**src/design/pctd_pkg.sv**
```systemverilog
// Package for the trial-division prime counter.
// Holds the transaction payload types, the divider control types and the sequencer states.
// No dependencies.
`timescale 1ns / 1ps

package pctd_pkg;

    localparam int VALUE_BITS = 32;
    localparam int COUNT_BITS = 16;

    // The smallest divisor that is tried. Values below it are never prime.
    localparam logic [VALUE_BITS-1:0] FIRST_DIVISOR = VALUE_BITS'(2);

    typedef struct packed {
        logic [VALUE_BITS-1:0] value;
        logic                  chunk_end;
    } item_t;

    typedef struct packed {
        logic                  prime;
        logic [COUNT_BITS-1:0] prime_count;
        logic                  count_final;
    } result_t;

    typedef struct packed {
        logic start;
    } div_ctrl_t;

    typedef struct packed {
        logic busy;
        logic done;
    } div_stat_t;

    typedef enum logic [1:0] {
        ST_IDLE,
        ST_START,
        ST_DIV,
        ST_FINISH
    } state_t;

endpackage

```
**src/design/prime_count_trial_division.sv**
```systemverilog
// Top level of the trial-division prime counter: sequencer, chunk counter, result register.
// Depends on pctd_pkg and pctd_divider.
`timescale 1ns / 1ps

// Each input transaction carries a 32-bit unsigned value and a chunk-end mark; each
// produces exactly one result with the prime flag, the saturating count of primes in
// the chunk including this value, and a final flag that copies the chunk-end mark
// (the counter clears after a final result). Values are handled one at a time: the
// input stalls from acceptance until the result is loaded into the output register,
// which can still hold an earlier result that waits to be taken. Divisors 2, 3, 4, ...
// are tried one after another on a single bit-serial divider, so the time that one
// value takes grows with k, the number of divisors tried: k is 0 for values below 2
// and reaches about 65535 for a large prime.

module prime_count_trial_division (
    input  logic              clk,
    input  logic              rst_n,
    input  logic              item_valid,
    output logic              item_stall,
    input  pctd_pkg::item_t   item,
    output logic              result_valid,
    input  logic              result_stall,
    output pctd_pkg::result_t result
);

    localparam int VB = pctd_pkg::VALUE_BITS;
    localparam int CB = pctd_pkg::COUNT_BITS;

    pctd_pkg::state_t    state_reg;
    pctd_pkg::state_t    state_next;
    logic [VB-1:0]       value_reg;
    logic [VB-1:0]       value_next;
    logic                last_reg;
    logic                last_next;
    logic [VB-1:0]       d_reg;
    logic [VB-1:0]       d_next;
    logic                prime_reg;
    logic                prime_next;
    logic [CB-1:0]       count_reg;
    logic [CB-1:0]       count_next;
    pctd_pkg::result_t   result_reg;
    pctd_pkg::result_t   result_next;
    logic                result_valid_reg;
    logic                result_valid_next;

    logic                load;
    logic [CB-1:0]       new_count;
    pctd_pkg::div_ctrl_t div_ctrl;
    pctd_pkg::div_stat_t div_stat;
    logic [VB-1:0]       quotient;
    logic [VB-1:0]       remainder;

    pctd_divider #(
        .WIDTH(VB)
    ) u_divider (
        .clk       (clk),
        .rst_n     (rst_n),
        .ctrl      (div_ctrl),
        .dividend  (value_reg),
        .divisor   (d_reg),
        .quotient  (quotient),
        .remainder (remainder),
        .stat      (div_stat)
    );

    always_comb
    begin
        state_next     = state_reg;
        value_next     = value_reg;
        last_next      = last_reg;
        d_next         = d_reg;
        prime_next     = prime_reg;
        div_ctrl.start = 1'b0;
        load           = 1'b0;
        case (state_reg)
            pctd_pkg::ST_IDLE:
            begin
                if (item_valid)
                begin
                    value_next = item.value;
                    last_next  = item.chunk_end;
                    d_next     = pctd_pkg::FIRST_DIVISOR;
                    if (item.value < pctd_pkg::FIRST_DIVISOR)
                    begin
                        prime_next = 1'b0;
                        state_next = pctd_pkg::ST_FINISH;
                    end
                    else
                    begin
                        state_next = pctd_pkg::ST_START;
                    end
                end
            end
            pctd_pkg::ST_START:
            begin
                div_ctrl.start = 1'b1;
                state_next     = pctd_pkg::ST_DIV;
            end
            pctd_pkg::ST_DIV:
            begin
                if (div_stat.done)
                begin
                    // Once the divisor passes the quotient, it has passed the square
                    // root and no factor remains to be found.
                    if (d_reg > quotient)
                    begin
                        prime_next = 1'b1;
                        state_next = pctd_pkg::ST_FINISH;
                    end
                    else if (remainder == '0)
                    begin
                        prime_next = 1'b0;
                        state_next = pctd_pkg::ST_FINISH;
                    end
                    else
                    begin
                        d_next     = d_reg + 1'b1;
                        state_next = pctd_pkg::ST_START;
                    end
                end
            end
            pctd_pkg::ST_FINISH:
            begin
                if (!result_valid_reg || !result_stall)
                begin
                    load       = 1'b1;
                    state_next = pctd_pkg::ST_IDLE;
                end
            end
            default:
            begin
                state_next = pctd_pkg::ST_IDLE;
            end
        endcase
    end

    assign new_count = (prime_reg && !(&count_reg)) ? count_reg + 1'b1 : count_reg;

    always_comb
    begin
        count_next        = count_reg;
        result_next       = result_reg;
        result_valid_next = result_valid_reg && result_stall;
        if (load)
        begin
            count_next              = last_reg ? '0 : new_count;
            result_next.prime       = prime_reg;
            result_next.prime_count = new_count;
            result_next.count_final = last_reg;
            result_valid_next       = 1'b1;
        end
    end

    always_ff @(posedge clk or negedge rst_n)
    begin
        if (!rst_n)
        begin
            state_reg        <= pctd_pkg::ST_IDLE;
            count_reg        <= '0;
            result_valid_reg <= 1'b0;
        end
        else
        begin
            state_reg        <= state_next;
            count_reg        <= count_next;
            result_valid_reg <= result_valid_next;
        end
    end

    always_ff @(posedge clk)
    begin
        value_reg  <= value_next;
        last_reg   <= last_next;
        d_reg      <= d_next;
        prime_reg  <= prime_next;
        result_reg <= result_next;
    end

    assign item_stall   = (state_reg != pctd_pkg::ST_IDLE);
    assign result_valid = result_valid_reg;
    assign result       = result_reg;

    // An accepted transaction always leaves the sequencer busy on the next cycle.
    assert property (@(posedge clk) disable iff (!rst_n)
        (item_valid && !item_stall) |=> (state_reg != pctd_pkg::ST_IDLE))
        else $error("sequencer stayed idle after accepting a transaction");

    // The divider is never restarted while a division is in progress.
    assert property (@(posedge clk) disable iff (!rst_n)
        div_ctrl.start |-> !div_stat.busy)
        else $error("divider restarted while busy");

    // A finished division is only reported while the sequencer waits for it.
    assert property (@(posedge clk) disable iff (!rst_n)
        div_stat.done |-> (state_reg == pctd_pkg::ST_DIV))
        else $error("divider result arrived outside the division state");

    // A final result clears the chunk counter.
    assert property (@(posedge clk) disable iff (!rst_n)
        (load && last_reg) |=> (count_reg == '0))
        else $error("chunk counter not cleared after a final result");

endmodule

```
**src/design/pctd_divider.sv**
```systemverilog
// Bit-serial restoring divider: one shift-and-subtract step per cycle.
// Depends on pctd_pkg for the control and status structs.
`timescale 1ns / 1ps

module pctd_divider #(
    parameter int WIDTH = 32
) (
    input  logic                 clk,
    input  logic                 rst_n,
    input  pctd_pkg::div_ctrl_t  ctrl,
    input  logic [WIDTH-1:0]     dividend,
    input  logic [WIDTH-1:0]     divisor,
    output logic [WIDTH-1:0]     quotient,
    output logic [WIDTH-1:0]     remainder,
    output pctd_pkg::div_stat_t  stat
);

    localparam int CNT_BITS = $clog2(WIDTH + 1);

    logic [CNT_BITS-1:0] cnt_reg;
    logic [CNT_BITS-1:0] cnt_next;
    logic                busy_reg;
    logic                busy_next;
    logic                done_reg;
    logic                done_next;
    logic [WIDTH-1:0]    rem_reg;
    logic [WIDTH-1:0]    rem_next;
    logic [WIDTH-1:0]    quo_reg;
    logic [WIDTH-1:0]    quo_next;

    logic [WIDTH:0]      shifted;
    logic [WIDTH:0]      diff;

    // The quotient register starts as the dividend; its top bit feeds the
    // partial remainder and the new quotient bit enters at the bottom.
    assign shifted = {rem_reg, quo_reg[WIDTH-1]};
    assign diff    = shifted - {1'b0, divisor};

    always_comb
    begin
        cnt_next  = cnt_reg;
        busy_next = busy_reg;
        done_next = 1'b0;
        rem_next  = rem_reg;
        quo_next  = quo_reg;
        if (ctrl.start)
        begin
            cnt_next  = CNT_BITS'(WIDTH);
            busy_next = 1'b1;
            rem_next  = '0;
            quo_next  = dividend;
        end
        else if (busy_reg)
        begin
            cnt_next = cnt_reg - 1'b1;
            if (diff[WIDTH])
            begin
                rem_next = shifted[WIDTH-1:0];
                quo_next = {quo_reg[WIDTH-2:0], 1'b0};
            end
            else
            begin
                rem_next = diff[WIDTH-1:0];
                quo_next = {quo_reg[WIDTH-2:0], 1'b1};
            end
            if (cnt_reg == CNT_BITS'(1))
            begin
                busy_next = 1'b0;
                done_next = 1'b1;
            end
        end
    end

    always_ff @(posedge clk or negedge rst_n)
    begin
        if (!rst_n)
        begin
            cnt_reg  <= '0;
            busy_reg <= 1'b0;
            done_reg <= 1'b0;
        end
        else
        begin
            cnt_reg  <= cnt_next;
            busy_reg <= busy_next;
            done_reg <= done_next;
        end
    end

    always_ff @(posedge clk)
    begin
        rem_reg <= rem_next;
        quo_reg <= quo_next;
    end

    assign quotient  = quo_reg;
    assign remainder = rem_reg;
    assign stat.busy = busy_reg;
    assign stat.done = done_reg;

endmodule

```
**config.mk**
```make
export PLATFORM = sky130hd
export DESIGN_NAME = prime_count_trial_division
export DESIGN_NICKNAME = d
export VERILOG_FILES = /design/src/design/pctd_pkg.sv /design/src/design/prime_count_trial_division.sv /design/src/design/pctd_divider.sv
export SDC_FILE = /design/constraint.sdc
export NUM_CORES = 1
export LEC_CHECK = 0
export ABC_AREA = 0
export BUFFER_PORTS_ARGS = -buffer_cell sky130_fd_sc_hd__buf_2
export CORE_ASPECT_RATIO = 0.6
export CORE_UTILIZATION = 39
export DETAILED_ROUTE_END_ITERATION = 10
export HOLD_SLACK_MARGIN = 0.03
export SYNTH_ARGS = -nofsm -noshare
export SYNTH_HDL_FRONTEND = slang
export SYNTH_SLANG_ARGS = --single-unit
```
**constraint.sdc**
```tcl
create_clock -name clk -period 6.4 [get_ports clk]
set_input_delay 0.32 -clock clk [delete_from_list [all_inputs] [get_ports clk]]
set_output_delay 0.32 -clock clk [all_outputs]
set_load 0.01 [all_outputs]
```
## After elaboration in Yosys (flattened, before gate mapping)

Cells that the tools add are included.

| operators by class | value |
|---|---|
| add/sub/neg operators | 4 |
| $mul | 0 |
| div/mod/pow operators | 0 |
| magnitude comparators | 2 |
| equal/unequal tests | 11 |
| shift operators | 0 |
| muxes and demuxes | 36 |
| bitwise logic cells | 0 |
| reductions and logical operators | 16 |

Operators with widths:

| cell | number |
|---|---|
| two-way mux 32 bit | 7 |
| case mux 32 bit (2 select lines) | 1 |
| subtractor 33 x 32 -> 33 bit | 1 |
| adder 32 x 1 -> 32 bit (second input constant) | 1 |
| greater-than comparator 32 bit | 1 |
| logical NOT 32 bit | 1 |
| less-than comparator 32 x 2 -> 1 bit (second input constant) | 1 |
| two-way mux 16 bit | 2 |
| adder 16 x 1 -> 16 bit (second input constant) | 1 |
| two-way mux 1 bit | 16 |
| AND reduction 16 bit | 1 |
| two-way mux 2 bit | 6 |
| two-way mux 6 bit | 2 |
| != test 2 bit (second input constant) | 5 |
| AND reduction 5 bit | 2 |
| case mux 2 bit (4 select lines) | 1 |
| equality test 6 x 1 -> 1 bit (second input constant) | 1 |
| nonzero test 2 bit | 3 |
| subtractor 6 x 1 -> 6 bit (second input constant) | 1 |
| equality test 2 bit (second input constant) | 2 |
| logical NOT 1 bit | 3 |
| != test 3 bit (second input constant) | 1 |
| AND reduction 3 bit | 1 |
| equality test 2 x 1 -> 1 bit (second input constant) | 1 |
| 6 further kinds | 7 |

| word-level totals | value |
|---|---|
| register bits | 175 |
| bits in latches | 0 |
| RAM bits | 0 |
| memory bits (read-only) | 0 |
| bits of input ports | 37 |
| output and inout port bits | 20 |
| word-level logic and storage cells | 84 |
| memories kept | 0 |

## Depth between registers and ports, before layout

Gate-level depths: netlist of run 1.

| logic depth | value |
|---|---|
| depth after elaboration | 5 |
| mapped depth | 13 |
| mapped depth without buffers | 12 |

## Hierarchy

A second synthesis of run 1 with hierarchy kept.

| second synthesis, totals | value |
|---|---|
| cells, all modules | 1112 |
| area, all modules | 10991.8 um^2 |

By module, submodules not included:

| module | times used | cells an instance | area an instance (um^2) | sequential area each (um^2) |
|---|---|---|---|---|
| prime_count_trial_division | 1 | 498 | 5555.3 | 2997.9 |
| pctd_divider | 1 | 614 | 5436.5 | 1801.7 |

## Least setup slack after synthesis of run 1

No wires, ideal clock.

| path | value |
|---|---|
| kind | reg-to-reg |
| from | register d_reg[0] |
| to | register u_divider.rem_reg[9], in the netlist u_divider.remainder[9] |
| setup time | 0.132 ns |
| arrival | 2.957 ns |
| data required time | 6.268 ns |
| setup slack | 3.311 ns |
| cell stages (with the launch flop) | 13 |
| buffers on the path | 1 |
| clock period less this slack | 3.089 ns |
| cell sequence | edfxtp_1 -> ha_1 -> fa_1 -> nor2b_1 -> o31ai_1 -> a21oi_2 -> o2111a_2 -> a21boi_2 -> o311a_4 -> xnor2_4 -> buf_12 -> mux2i_1 -> a21oi_1 |

| between the ends | value |
|---|---|
| longest elaborated chain between the ends | 2 |

RTL lines:

| item | line | text |
|---|---|---|
| from (decl) | prime_count_trial_division.sv:35 | `logic [VB-1:0] d_reg;` |
| from (signal assigned) | prime_count_trial_division.sv:174 | `d_reg <= d_next;` |
| subtractor 33 x 32 -> 33 bit | pctd_divider.sv:37 | `assign diff = shifted - {1'b0, divisor};` |
| two-way mux 32 bit | pctd_divider.sv:56 | `if (diff[WIDTH])` |
| to (signal assigned) | pctd_divider.sv:92 | `rem_reg <= rem_next;` |
| to (decl) | pctd_divider.sv:26 | `logic [WIDTH-1:0] rem_reg;` |

Every way passes these cells.
A chain may end at the register's enable or synchronous reset.

## Worst setup path in the final report of run 1

| path | value |
|---|---|
| from | register d_reg[0] |
| to | register u_divider.rem_reg[19], in the netlist u_divider.remainder[19] |

The elaborated chain is that of the path after synthesis.

==> results.rst, run 1 <==
.. list-table::
   :header-rows: 1

   * - Metric
     - Value
   * - Dpl hpwl
     - approximately 19 mm
   * - Die height
     - ~130 um
   * - Iteration-0 DRC count of the detailed router
     - about 700
   * - Worst rel slew slack
     - 0.402
   * - Async S/R FF share, synth
     - 0.154
   * - Number of cells traversed by the worst hold path
     - 1
   * - Ports placed on the boundary
     - 57
   * - Critical path endpoint
     - u_divider.remainder[19]$_SDFFE_PP0P_
   * - Final period utilization
     - 0.597
   * - Setup crit start
     - d_reg[0]$_SDFFCE_PN0P_
   * - Final Instance Area
     - approximately 0.011 mm^2
   * - Row count
     - 45
   * - Worst slack at placement
     - 2620 ps
   * - Routability-driven placement congestion ratio
     - between 0.9 and 1
   * - Post-synth EDFFs
     - between 100 and 150
   * - Via density
     - ~5.4
   * - Largest stage delay on the critical path
     - 490 ps
   * - Number of buffer cells added on primary ports
     - 56
   * - Total GRT Usage
     - 0.193
   * - Via count of the first global-routing pass
     - around 7100
   * - Maximum clock skew at final layout
     - between 15 and 20 ps
   * - Crit end category
     - flop
   * - Clock sink count
     - 175
   * - Number of flip-flops and latches in the synthesized netlist
     - ~180
   * - Part of the Yosys area used for sequential elements
     - 0.463
   * - RSZ-0062 raised after global routing
     - no
   * - Reg2Reg Launch Point
     - d_reg[0]$_SDFFCE_PN0P_
   * - Number of antenna violations at the first check in global routing
     - 0
   * - Yosys warning total
     - 0
   * - Reg2reg setup slack
     - approximately 2600 ps
   * - Leakage power summed over all cells
     - ~4.8 nW
   * - Diode insertion count for antenna repair
     - 0
   * - Filler cell count in the final layout
     - 2481
   * - Clock-pin transition on the worst setup and hold timing paths
     - 70 ps
   * - Class of the tightest hold or removal check
     - in2reg
   * - Max-Cap Viols
     - 0
   * - Total DRC errors in the routed layout
     - 0
   * - Placeable core region
     - about 0.026 mm^2
   * - Antenna violation net count after detailed routing
     - 0
   * - Number of gates resized after cts
     - 0
   * - Clock insertion delay at the later pin of the skew report
     - around 440 ps
   * - Clock root buffer
     - sky130_fd_sc_hd__clkbuf_16
   * - Standard cell with the maximum stage delay on the critical path
     - sky130_fd_sc_hd__edfxtp_1
   * - Post-route insts no fill
     - about 1500
   * - Clock Tree Buf Depth
     - 2
   * - CP Max Fanout
     - 27
   * - Count of cell types in the netlist
     - just over 70
   * - Worst Path Required
     - 6680 ps
   * - Fin nets
     - between 1000 and 1500
   * - Per-instance average area after synthesis
     - between 9 and 10 um^2
   * - Highest Clock Rate
     - 262 MHz
   * - Worst R2R Path Depth
     - 12
   * - Max IR drop VDD
     - approximately 270 uV
   * - Power density over cell area
     - around 560 mW/mm^2
   * - H-tree depth reported by CTS
     - 4
   * - Placed cell count
     - roughly 1400
   * - Min Tclk post-route
     - roughly 3800 ps
   * - Wire length of the first global-routing pass
     - 40.2 mm
   * - Initial Util
     - 0.404
   * - Share of final-layout standard cells stronger than drive strength 1
     - 0.0994
   * - Final total negative setup slack
     - 0 ps
   * - Most frequent cells in the layout
     - sky130_fd_sc_hd__edfxtp_1, sky130_fd_sc_hd__nand2_1, sky130_fd_sc_hd__o21ai_0, sky130_fd_sc_hd__inv_1
   * - Largest net degree at the start of global routing
     - 71
   * - Most common cell after layout, fill and taps aside
     - sky130_fd_sc_hd__edfxtp_1
   * - Cells along the critical path
     - ha_1, fa_1, nor2b_1, o31ai_1, a21oi_2, o2111a_2, a21boi_2, o311a_4, xnor2_4, buf_4, mux2i_1, a21oi_1
   * - Number of standard cells after synthesis
     - 1056
   * - Syn-to-layout area delta
     - 10.8%
   * - Area of placed instances
     - 0.0109 mm^2
   * - Routed Wire Length
     - 25.5 mm
   * - Max Slew Vio Count
     - 0
   * - Kind of launch point of the worst setup path
     - flop
   * - Wire per inst
     - ~17 um
   * - Actual transition at the worst max-transition pin
     - 897 ps
   * - Type of the worst setup path
     - reg2reg
   * - Number of nets produced by synthesis
     - roughly 1200
   * - Number of iterations in the first detailed-routing pass
     - 7
   * - Endpoints failing setup
     - 0
   * - Die Area
     - roughly 0.027 mm^2
   * - Predominant post-synthesis flop cell
     - sky130_fd_sc_hd__edfxtp_1
   * - Critical R2R Capture
     - u_divider.remainder[19]$_SDFFE_PP0P_
   * - Outcome
     - finished clean
   * - Total via count after detailed routing
     - approximately 7900
   * - Total grt overflow
     - 0
   * - Count of final hold-check violations
     - 0
   * - TritonCTS Buffers
     - 17
   * - Die X
     - about 210 um
   * - Arrival time at the worst endpoint
     - 4100 ps
   * - Clock tree from TritonCTS
     - done
   * - Post-route setup slack
     - 2580 ps
   * - Post-Syn Area
     - ~0.010 mm^2
metrics by stage:
stage          utilization  hold WS, ps  total power, mW
6_report             0.448         63.8             6.40
5_1_grt              0.448         46.4             6.91
4_1_cts              0.448         53.7             6.39
3_5_place_dp         0.425          377             5.33
3_3_place_gp         0.425          389             5.29
2_1_floorplan            -         24.4             4.61
worst max-delay path, delay by kind of cell, from the launching register on:
kind / cells / cell delay (ps)
multiplexers: 1 / 260
AND/OR/NAND/NOR: 1 / 190
adder cells (fa/ha/maj): 2 / 700
XOR/XNOR: 1 / 400
buffers and inverters: 1 / 460
flip-flops: 1 / 490
AO/OA/AOI/OAI: 6 / 1130
layer usage:
layer  global-route usage  up-vias  routed length [um]
li1                     -     3888                   -
met1                0.332     3707               14400
met2                0.234      250                9160
met3               0.0382       15                1690
met4               0.0381        0                 179
met5                    0        -                   0
cells in the mapped netlist, types with 23 or more instances:
library cell,number,area [um^2]
sky130_fd_sc_hd__ha_1,68,851
sky130_fd_sc_hd__dfrtp_1,27,676
sky130_fd_sc_hd__a21oi_1,65,325
sky130_fd_sc_hd__a21o_1,28,210
sky130_fd_sc_hd__nor2_1,68,255
sky130_fd_sc_hd__inv_1,77,289
sky130_fd_sc_hd__nand4_1,23,144
sky130_fd_sc_hd__o21ai_0,98,490
sky130_fd_sc_hd__nand3_1,26,130
sky130_fd_sc_hd__nand2_1,106,398
sky130_fd_sc_hd__dfxtp_1,32,641
sky130_fd_sc_hd__mux2i_1,29,290
sky130_fd_sc_hd__clkbuf_1,27,101
sky130_fd_sc_hd__edfxtp_1,116,3480
sky130_fd_sc_hd__xnor2_1,53,464
cells by family after synthesis:
kind of cell / after synthesis / synth area share
AOI/OAI and AO/OA: 270 / 0.161
DFF: 175 / 0.463
and+or+nand+nor: 314 / 0.146
muxes: 31 / 0.0302
buffers and inverters: 122 / 0.0506
adders and majority gates: 69 / 0.0840
xor gates and xnor gates: 75 / 0.0652
report_power, final:
part	switching [mW]	total [mW]	internal (mW)
Sequential	0.311	2.02	1.71
Combinational	1.98	3.36	1.38
Clock	0.484	1.03	0.544
Total	2.77	6.40	3.63
timing repair:
action,CTS,global route
hold buffers,1,0
endpoints found under the hold margin,27,0
setup buffers,0,0
worst min-delay path by stage:
stage	startpoint	endpoint	slack, ps
6_report	item[0]	last_reg$_DFFE_PP_	60
5_1_grt	item[0]	last_reg$_DFFE_PP_	50
4_1_cts	item[0]	last_reg$_DFFE_PP_	50
3_5_place_dp	rst_n	count_reg[13]$_DFFE_PN0P_	380
3_3_place_gp	rst_n	count_reg[13]$_DFFE_PN0P_	390
2_1_floorplan	rst_n	count_reg[0]$_DFFE_PN0P_	20
layout make-up:
cell class	count	area (um^2)	share of cell area
clock buffer	17	425	0.0370
clock inverter	14	136	0.0119
inverter	77	289	0.0251
multi-input combinational	759	5050	0.440
sequential	175	4800	0.418
tap	352	440	0.0383
timing repair buffer	65	350	0.0305
Note: power is estimated with default switching activity, not from simulation.
==> run 2: changes to the inputs <==
clock period = 3.4 ns   (was 6.4 ns; I/O delays follow)
==> run 2 against run 1 <==
Clock power rose by 83%. Worst hold slack improved by 2.4 ps. Via count up 3.0%. Sequential share of layout area fell by 2.1 points. Register-to-register slack worse by 2500 ps. Power increased by 97%. Die area is the same. Critical path depth increased by 1. Critical endpoint is now u_divider.remainder[29]$_SDFFE_PP0P_.
==> results.rst, run 2 (synthesis results as in run 1) <==
.. list-table::
   :header-rows: 1

   * - Metric
     - Value
   * - Outcome
     - finished clean
   * - Worst-case hold slack
     - 66.2 ps (+2.39 ps)
   * - Routability-driven placement congestion ratio
     - 0.916 (-0.68%)
   * - CP Max Fanout
     - 12 (-56%)
   * - Via count of the first global-routing pass
     - 7493 (+5.4%)
   * - Max-Cap Viols
     - 0 (unchanged)
   * - Die Area
     - 0.0273 mm^2 (unchanged)
   * - Total GRT Usage
     - 0.199 (+0.00594)
   * - Row count
     - 45 (unchanged)
   * - Leakage power summed over all cells
     - 5.05 nW (+5.9%)
   * - Count of final hold-check violations
     - 0 (unchanged)
   * - Highest Clock Rate
     - 305 MHz (+17%)
   * - Routed Wire Length
     - 26.2 mm (+2.8%)
   * - Fin nets
     - 1260 (+4.9%)
   * - Syn-to-layout area delta
     - 16.6%
   * - H-tree depth reported by CTS
     - 4 (unchanged)
   * - Post-route setup slack
     - 125 ps (-2460 ps)
   * - Kind of launch point of the worst setup path
     - flop
   * - Clock sink count
     - 175 (unchanged)
   * - Maximum clock skew at final layout
     - 10.9 ps (-5.48 ps)
   * - Power density over cell area
     - 1040 mW/mm^2 (+87%)
   * - Number of buffer cells added on primary ports
     - 56 (unchanged)
   * - Max IR drop VDD
     - 462 uV (+73%)
   * - Share of final-layout standard cells stronger than drive strength 1
     - 0.120 (+0.0207)
   * - Total via count after detailed routing
     - 8096 (+3.0%)
   * - Dpl hpwl
     - 19.2 mm (+3.2%)
   * - Area of the multi-input gates
     - 0.00507 mm^2 (+0.32%)
   * - Worst rel slew slack
     - 0.435 (+0.0330)
   * - Clock tree from TritonCTS
     - done
   * - Clock Tree Buf Depth
     - 2 (unchanged)
   * - Final total negative setup slack
     - 0 ps (unchanged)
   * - Placeable core region
     - 0.0257 mm^2 (unchanged)
   * - Clock root buffer
     - sky130_fd_sc_hd__clkbuf_16
   * - Number of iterations in the first detailed-routing pass
     - 5 (-2)
   * - Number of antenna violations at the first check in global routing
     - 0 (unchanged)
   * - Endpoints failing setup
     - 0 (unchanged)
   * - Clock insertion delay at the later pin of the skew report
     - 430 ps (about the same)
   * - FF/Latch Area
     - 0.00480 mm^2 (unchanged)
   * - Total DRC errors in the routed layout
     - 0 (unchanged)
   * - Diode insertion count for antenna repair
     - 0 (unchanged)
   * - TritonCTS Buffers
     - 17 (unchanged)
   * - Total grt overflow
     - 0 (unchanged)
   * - Arrival time at the worst endpoint
     - 3560 ps (-540 ps)
   * - Antenna violation net count after detailed routing
     - 0 (unchanged)
   * - Reg2reg setup slack
     - 120 ps (-2460 ps)
   * - Worst Path Required
     - 3690 ps (-2990 ps)
   * - Die X
     - 213 um (unchanged)
   * - Most common cell after layout, fill and taps aside
     - sky130_fd_sc_hd__edfxtp_1
   * - Initial Util
     - 0.404 (unchanged)
   * - Filler cell count in the final layout
     - 2462 (-0.77%)
   * - Min Tclk post-route
     - 3280 ps (-543 ps)
   * - Final core occ
     - 0.471 (+0.0234)
   * - Via density
     - 5.33 (-1.0%)
   * - Iteration-0 DRC count of the detailed router
     - 731 (+5.3%)
   * - Worst slack at placement
     - 151 ps (-2470 ps)
   * - Max Slew Vio Count
     - 0 (unchanged)
   * - Crit end category
     - flop
   * - Wire length of the first global-routing pass
     - 41.5 mm (+3.3%)
   * - Ports placed on the boundary
     - 57 (unchanged)
   * - Final period utilization
     - 0.963 (+0.367)
   * - Most frequent cells in the layout
     - sky130_fd_sc_hd__edfxtp_1, sky130_fd_sc_hd__nand2_1, sky130_fd_sc_hd__o21ai_0, sky130_fd_sc_hd__inv_1, sky130_fd_sc_hd__nor2_1
   * - Actual transition at the worst max-transition pin
     - 844 ps (-52.6 ps)
   * - Type of the worst setup path
     - reg2reg
   * - Die height
     - 128 um (unchanged)
   * - Wire per inst
     - 17.2 um (-1.2%)
   * - Clock-pin transition on the worst setup and hold timing paths
     - 70 ps (about the same)
   * - Largest net degree at the start of global routing
     - 70 (-1.4%)
   * - Class of the tightest hold or removal check
     - in2reg
## run 2: what timing repair did
action / CTS / global route
hold buffers: 35 / 0
gates resized for setup: 0 / 7
endpoints found under the hold margin: 61 / 0
buffers inserted: 0 / 3
endpoints found under the setup margin: 0 / 23
## run 2: per-layer routing
layer | vias to the layer above | share of wire | wire length (um) | track usage
met5 | - | 0 | 0 | 0
met4 | 0 | 0.0070 | 182 | 0.0385
met3 | 14 | 0.064 | 1680 | 0.0412
met2 | 269 | 0.37 | 9570 | 0.245
met1 | 3801 | 0.56 | 14700 | 0.339
li1 | 4012 | - | - | -
## run 2: final timing paths
kind	start	end	cells after the start
max reg2reg	d_reg[17]$_SDFFCE_PN0P_	u_divider.remainder[29]$_SDFFE_PP0P_	13
min	item_valid	state_reg[0]$_DFFE_PN0P_	3
min reg2reg	prime_reg$_SDFFCE_PN0P_	result[17]$_DFFE_PP_	0
max	d_reg[17]$_SDFFCE_PN0P_	u_divider.remainder[29]$_SDFFE_PP0P_	13
max in group asynchronous	rst_n	u_divider.cnt_reg[1]$_DFFE_PN0P_	2
min in group asynchronous	rst_n	count_reg[9]$_DFFE_PN0P_	2
## run 2: final cells by class
class / instances / share of cell area
repair buffers: 124 / 0.0782
well taps: 352 / 0.0364
clock inverters: 14 / 0.0103
inverters: 77 / 0.0239
clock buffers: 17 / 0.0352
flip-flops and latches: 175 / 0.397
multi-input cells: 759 / 0.419
## run 2: where the power goes
| part | switching (mW) | internal (mW) |
|---|---|---|
| clock | 0.926 | 0.961 |
| sequential | 0.566 | 3.21 |
| combinational | 3.90 | 3.03 |
| total | 5.39 | 7.20 |
## run 2: critical path, stage by stage (launching register included)
cell and delay, ps:
sky130_fd_sc_hd__edfxtp_1 440, sky130_fd_sc_hd__inv_2 140, sky130_fd_sc_hd__ha_2 340, sky130_fd_sc_hd__a211oi_2 230, sky130_fd_sc_hd__o21bai_1 110, sky130_fd_sc_hd__a211o_1 290, sky130_fd_sc_hd__a221oi_2 330, sky130_fd_sc_hd__a21boi_4 260
sky130_fd_sc_hd__o311a_4 250, sky130_fd_sc_hd__xnor2_4 120, sky130_fd_sc_hd__buf_4 160, sky130_fd_sc_hd__buf_8 160, sky130_fd_sc_hd__mux2i_1 210, sky130_fd_sc_hd__a21oi_1 80
## run 2: stage by stage
step | cell area (um^2) | instances | power (mW)
6_report | 12100 | 1518 | 12.6
5_1_grt | 12100 | 1518 | 13.6
4_1_cts | 12000 | 1513 | 12.2
3_5_place_dp | 11100 | 1447 | 10.2
3_3_place_gp | 11100 | 1447 | 10.2
2_1_floorplan | 10400 | 1056 | 8.67
==> run 3: changes to the inputs <==
ABC_AREA = 1   (was 0)
==> run 3 against run 2 <==
Worst setup slack improved by 120 ps. Non-clock buffer count decreased by 24. Synthesized cell count increased by 42%. Flip-flop and latch count unchanged. Utilization decreased by 1.0 points. Synthesized area increased by 8.9%. Die area increased by 8.8%. Via count increased by 24%. Worst hold slack improved by 150 ps. Global-route usage increased by 2.3 points. First-iteration DRC count increased by 64%. Sequential share of layout area decreased by 2.5 points.
==> results.rst, run 3 <==
.. list-table::
   :header-rows: 1

   * - Metric
     - Value
   * - Clock insertion delay at the later pin of the skew report
     - 450 ps (+20 ps)
   * - Actual transition at the worst max-transition pin
     - 1010 ps (+162 ps)
   * - Biggest area contributors in the synthesized netlist
     - sky130_fd_sc_hd__edfxtp_1, sky130_fd_sc_hd__nand2_1, sky130_fd_sc_hd__inv_1, sky130_fd_sc_hd__ha_1, sky130_fd_sc_hd__dfrtp_1
   * - Total DRC errors in the routed layout
     - 0 (unchanged)
   * - Leading area contributor after synthesis
     - sky130_fd_sc_hd__edfxtp_1
   * - Number of post-CTS setup repair buffers
     - 0 (unchanged)
   * - Highest Clock Rate
     - 317 MHz (+3.8%)
   * - Filler cell count in the final layout
     - 2800 (+14%)
   * - Worst slack at placement
     - 330 ps (+180 ps)
   * - Number of flip-flops and latches in the synthesized netlist
     - 175 (unchanged)
   * - Post-route insts no fill
     - 1975 (+30%)
   * - Crit end category
     - flop
   * - Largest net degree at the start of global routing
     - 57 (-19%)
   * - Worst hold path startpoint
     - item_valid
   * - Share of final-layout standard cells stronger than drive strength 1
     - 0.0914 (-0.0287)
   * - RSZ-0062 raised after global routing
     - no
   * - Syn-to-layout area delta
     - 14.3%
   * - Count of cell types in the netlist
     - 41 (-42%)
   * - Predominant post-synthesis flop cell
     - sky130_fd_sc_hd__edfxtp_1
   * - Arrival time at the worst endpoint
     - 3330 ps (-230 ps)
   * - Ports placed on the boundary
     - 57 (unchanged)
   * - Per-instance average area after synthesis
     - 7.53 um^2 (-23%)
   * - Number of standard cells after synthesis
     - 1500 (+42%)
   * - Placeable core region
     - 0.0280 mm^2 (+9.0%)
   * - Routability-driven placement congestion ratio
     - 0.937 (+2.3%)
   * - Clock tree from TritonCTS
     - done
   * - FF/Latch Area
     - 0.00480 mm^2 (unchanged)
   * - Worst Path Required
     - 3570 ps (-120 ps)
   * - Endpoints failing setup
     - 0 (unchanged)
   * - Outcome
     - finished clean
   * - Antenna violation net count after detailed routing
     - 0 (unchanged)
   * - Clock root buffer
     - sky130_fd_sc_hd__clkbuf_16
   * - Clock Tree Buf Depth
     - 2 (unchanged)
   * - Count of final hold-check violations
     - 0 (unchanged)
   * - Final period utilization
     - 0.928 (-0.0356)
   * - Final total negative setup slack
     - 0 ps (unchanged)
   * - Clock-pin transition on the worst setup and hold timing paths
     - 70 ps (about the same)
   * - Class of the tightest hold or removal check
     - in2reg
   * - Cell with the most instances after synthesis
     - sky130_fd_sc_hd__nand2_1
   * - Part of the Yosys area used for sequential elements
     - 0.425 (-0.0378)
   * - Via count of the first global-routing pass
     - 8860 (+18%)
   * - Most frequent cells in the layout
     - sky130_fd_sc_hd__nand2_1, sky130_fd_sc_hd__inv_1, sky130_fd_sc_hd__edfxtp_1, sky130_fd_sc_hd__nor2_1, sky130_fd_sc_hd__nand3_1
   * - Reg2Reg Launch Point
     - d_reg[0]$_SDFFCE_PN0P_
   * - Wire length of the first global-routing pass
     - 50.2 mm (+21%)
   * - Maximum clock skew at final layout
     - 12.3 ps (+1.39 ps)
   * - TritonCTS Buffers
     - 17 (unchanged)
   * - H-tree depth reported by CTS
     - 4 (unchanged)
   * - Max Slew Vio Count
     - 0 (unchanged)
   * - Iteration-0 DRC count of the detailed router
     - 1199 (+64%)
   * - Number of iterations in the first detailed-routing pass
     - 5 (unchanged)
   * - Number of gates resized after cts
     - 0 (unchanged)
   * - Clock sink count
     - 175 (unchanged)
   * - Area of the multi-input gates
     - 0.00543 mm^2 (+7.1%)
   * - Yosys warning total
     - 0 (unchanged)
   * - Routed Wire Length
     - 32.2 mm (+23%)
   * - Number of hold buffers added after CTS
     - 35 (unchanged)
   * - Number of cells traversed by the worst hold path
     - 5 (+2)
   * - Most common cell after layout, fill and taps aside
     - sky130_fd_sc_hd__nand2_1
   * - Capture endpoint of the worst hold path
     - state_reg[1]$_DFFE_PN0P_
   * - CP Max Fanout
     - 30 (+18)
   * - Via density
     - 5.07 (-5.0%)
   * - Post-route setup slack
     - 246 ps (+121 ps)
   * - Die X
     - 222 um (+4.3%)
   * - Type of the worst setup path
     - reg2reg
   * - Area of placed instances
     - 0.0120 mm^2 (+7.9%)
   * - Async S/R FF share, synth
     - 0.154 (unchanged)
   * - Post-synth top area share
     - 0.308 (-0.0274)
   * - Number of buffer cells added on primary ports
     - 56 (unchanged)
   * - Post-Syn Area
     - 0.0113 mm^2 (+8.9%)
   * - Placed cell count
     - 1908 (+32%)
   * - Total GRT Usage
     - 0.222 (+0.0230)
   * - Fin nets
     - 1701 (+35%)
   * - Worst rel slew slack
     - 0.327 (-0.108)
   * - Total grt overflow
     - 0 (unchanged)
   * - Initial Util
     - 0.403 (-0.000493)
   * - Final Instance Area
     - 0.0129 mm^2 (+6.7%)
   * - Max-Cap Viols
     - 0 (unchanged)
   * - Wire per inst
     - 16.3 um (-5.5%)
   * - Post-synth EDFFs
     - 116 (unchanged)
   * - Min Tclk post-route
     - 3150 ps (-121 ps)
   * - Row count
     - 47 (+4.4%)
   * - Total via count after detailed routing
     - 10000 (+24%)
   * - Diode insertion count for antenna repair
     - 0 (unchanged)
   * - Kind of launch point of the worst setup path
     - flop
   * - Number of antenna violations at the first check in global routing
     - 0 (unchanged)
   * - Reg2reg setup slack
     - 250 ps (+120 ps)
   * - Top cells by instance count after synthesis
     - sky130_fd_sc_hd__nand2_1, sky130_fd_sc_hd__inv_1, sky130_fd_sc_hd__edfxtp_1, sky130_fd_sc_hd__nor2_1, sky130_fd_sc_hd__nand3_1
   * - Critical R2R Capture
     - u_divider.quotient[0]$_DFFE_PP_
   * - Number of nets produced by synthesis
     - 1606 (+38%)
   * - Die Area
     - 0.0297 mm^2 (+8.8%)
   * - Dpl hpwl
     - 24.5 mm (+28%)
   * - Worst R2R Path Depth
     - 14 (+1)
   * - Die height
     - 134 um (+4.3%)
## run 3: cell types whose count changed after synthesis, sizes merged, moves of 29 or more
cell / change
nand2: +395
inv: +173
nand3: +52
nor2: +52
xnor2: -39
o21ai: -37
mux2i: -29
## run 3: worst max path at each step
stage | depth (start not counted) | end | from | slack (ps)
after floorplan | 12 | d_reg[0]$_SDFFCE_PN0P_ | d_reg[19]$_SDFFCE_PN0P_ | 220
after global placement | 14 | u_divider.quotient[0]$_DFFE_PP_ | d_reg[0]$_SDFFCE_PN0P_ | 400
after detailed placement | 14 | u_divider.quotient[0]$_DFFE_PP_ | d_reg[0]$_SDFFCE_PN0P_ | 330
after CTS | 14 | u_divider.quotient[0]$_DFFE_PP_ | d_reg[0]$_SDFFCE_PN0P_ | 310
after global routing | 16 | u_divider.remainder[25]$_SDFFE_PP0P_ | d_reg[0]$_SDFFCE_PN0P_ | 4
final | 14 | u_divider.quotient[0]$_DFFE_PP_ | d_reg[0]$_SDFFCE_PN0P_ | 250
## run 3: cells by family after synthesis
logic type,Yosys count,synth area share
xor+xnor,31,0.0240
simple gates,808,0.310
compound gates,143,0.0675
flops,175,0.425
fa+ha+maj,69,0.0771
buf+inv,274,0.0966
## run 3: critical path, stage by stage, from the launching register on
cell	delay [ps]
sky130_fd_sc_hd__edfxtp_1	490
sky130_fd_sc_hd__ha_1	280
sky130_fd_sc_hd__fa_1	420
sky130_fd_sc_hd__inv_1	140
sky130_fd_sc_hd__nand3_1	100
sky130_fd_sc_hd__nand2_2	120
sky130_fd_sc_hd__nand2_1	80
sky130_fd_sc_hd__nand2_2	100
sky130_fd_sc_hd__nand2_1	70
sky130_fd_sc_hd__nand2_2	140
sky130_fd_sc_hd__nand2_2	100
sky130_fd_sc_hd__nand2_2	110
sky130_fd_sc_hd__nand2_1	70
sky130_fd_sc_hd__nand2_2	530
sky130_fd_sc_hd__o21ai_0	140
## run 3: routing by layer
metal  vias to the layer above  GRT usage  wire length (um)
met5                         -          0                 0
li1                       5021          -                 -
met4                         0     0.0529               304
met2                       380      0.270             11800
met3                        21     0.0563              3150
met1                      4589      0.369             17000
## run 3: metrics by stage
stage / util / hold WS, ps
detailed placement: 0.428 / 242
global route: 0.461 / 288
finish: 0.461 / 217
CTS: 0.461 / 195
global placement: 0.428 / 243
floorplan: - / -126
## run 3: layout make-up
cell class / count / share of cell area
inverter: 250 / 0.0727
clock inverter: 15 / 0.0122
timing repair buffer: 100 / 0.0541
multi-input combinational: 1051 / 0.421
clock buffer: 17 / 0.0330
tap: 367 / 0.0356
sequential: 175 / 0.372
Power of run 3 is left out: the tool's default activity adds up to more than one toggle a clock period on the data nets, which glitch-free logic cannot reach.
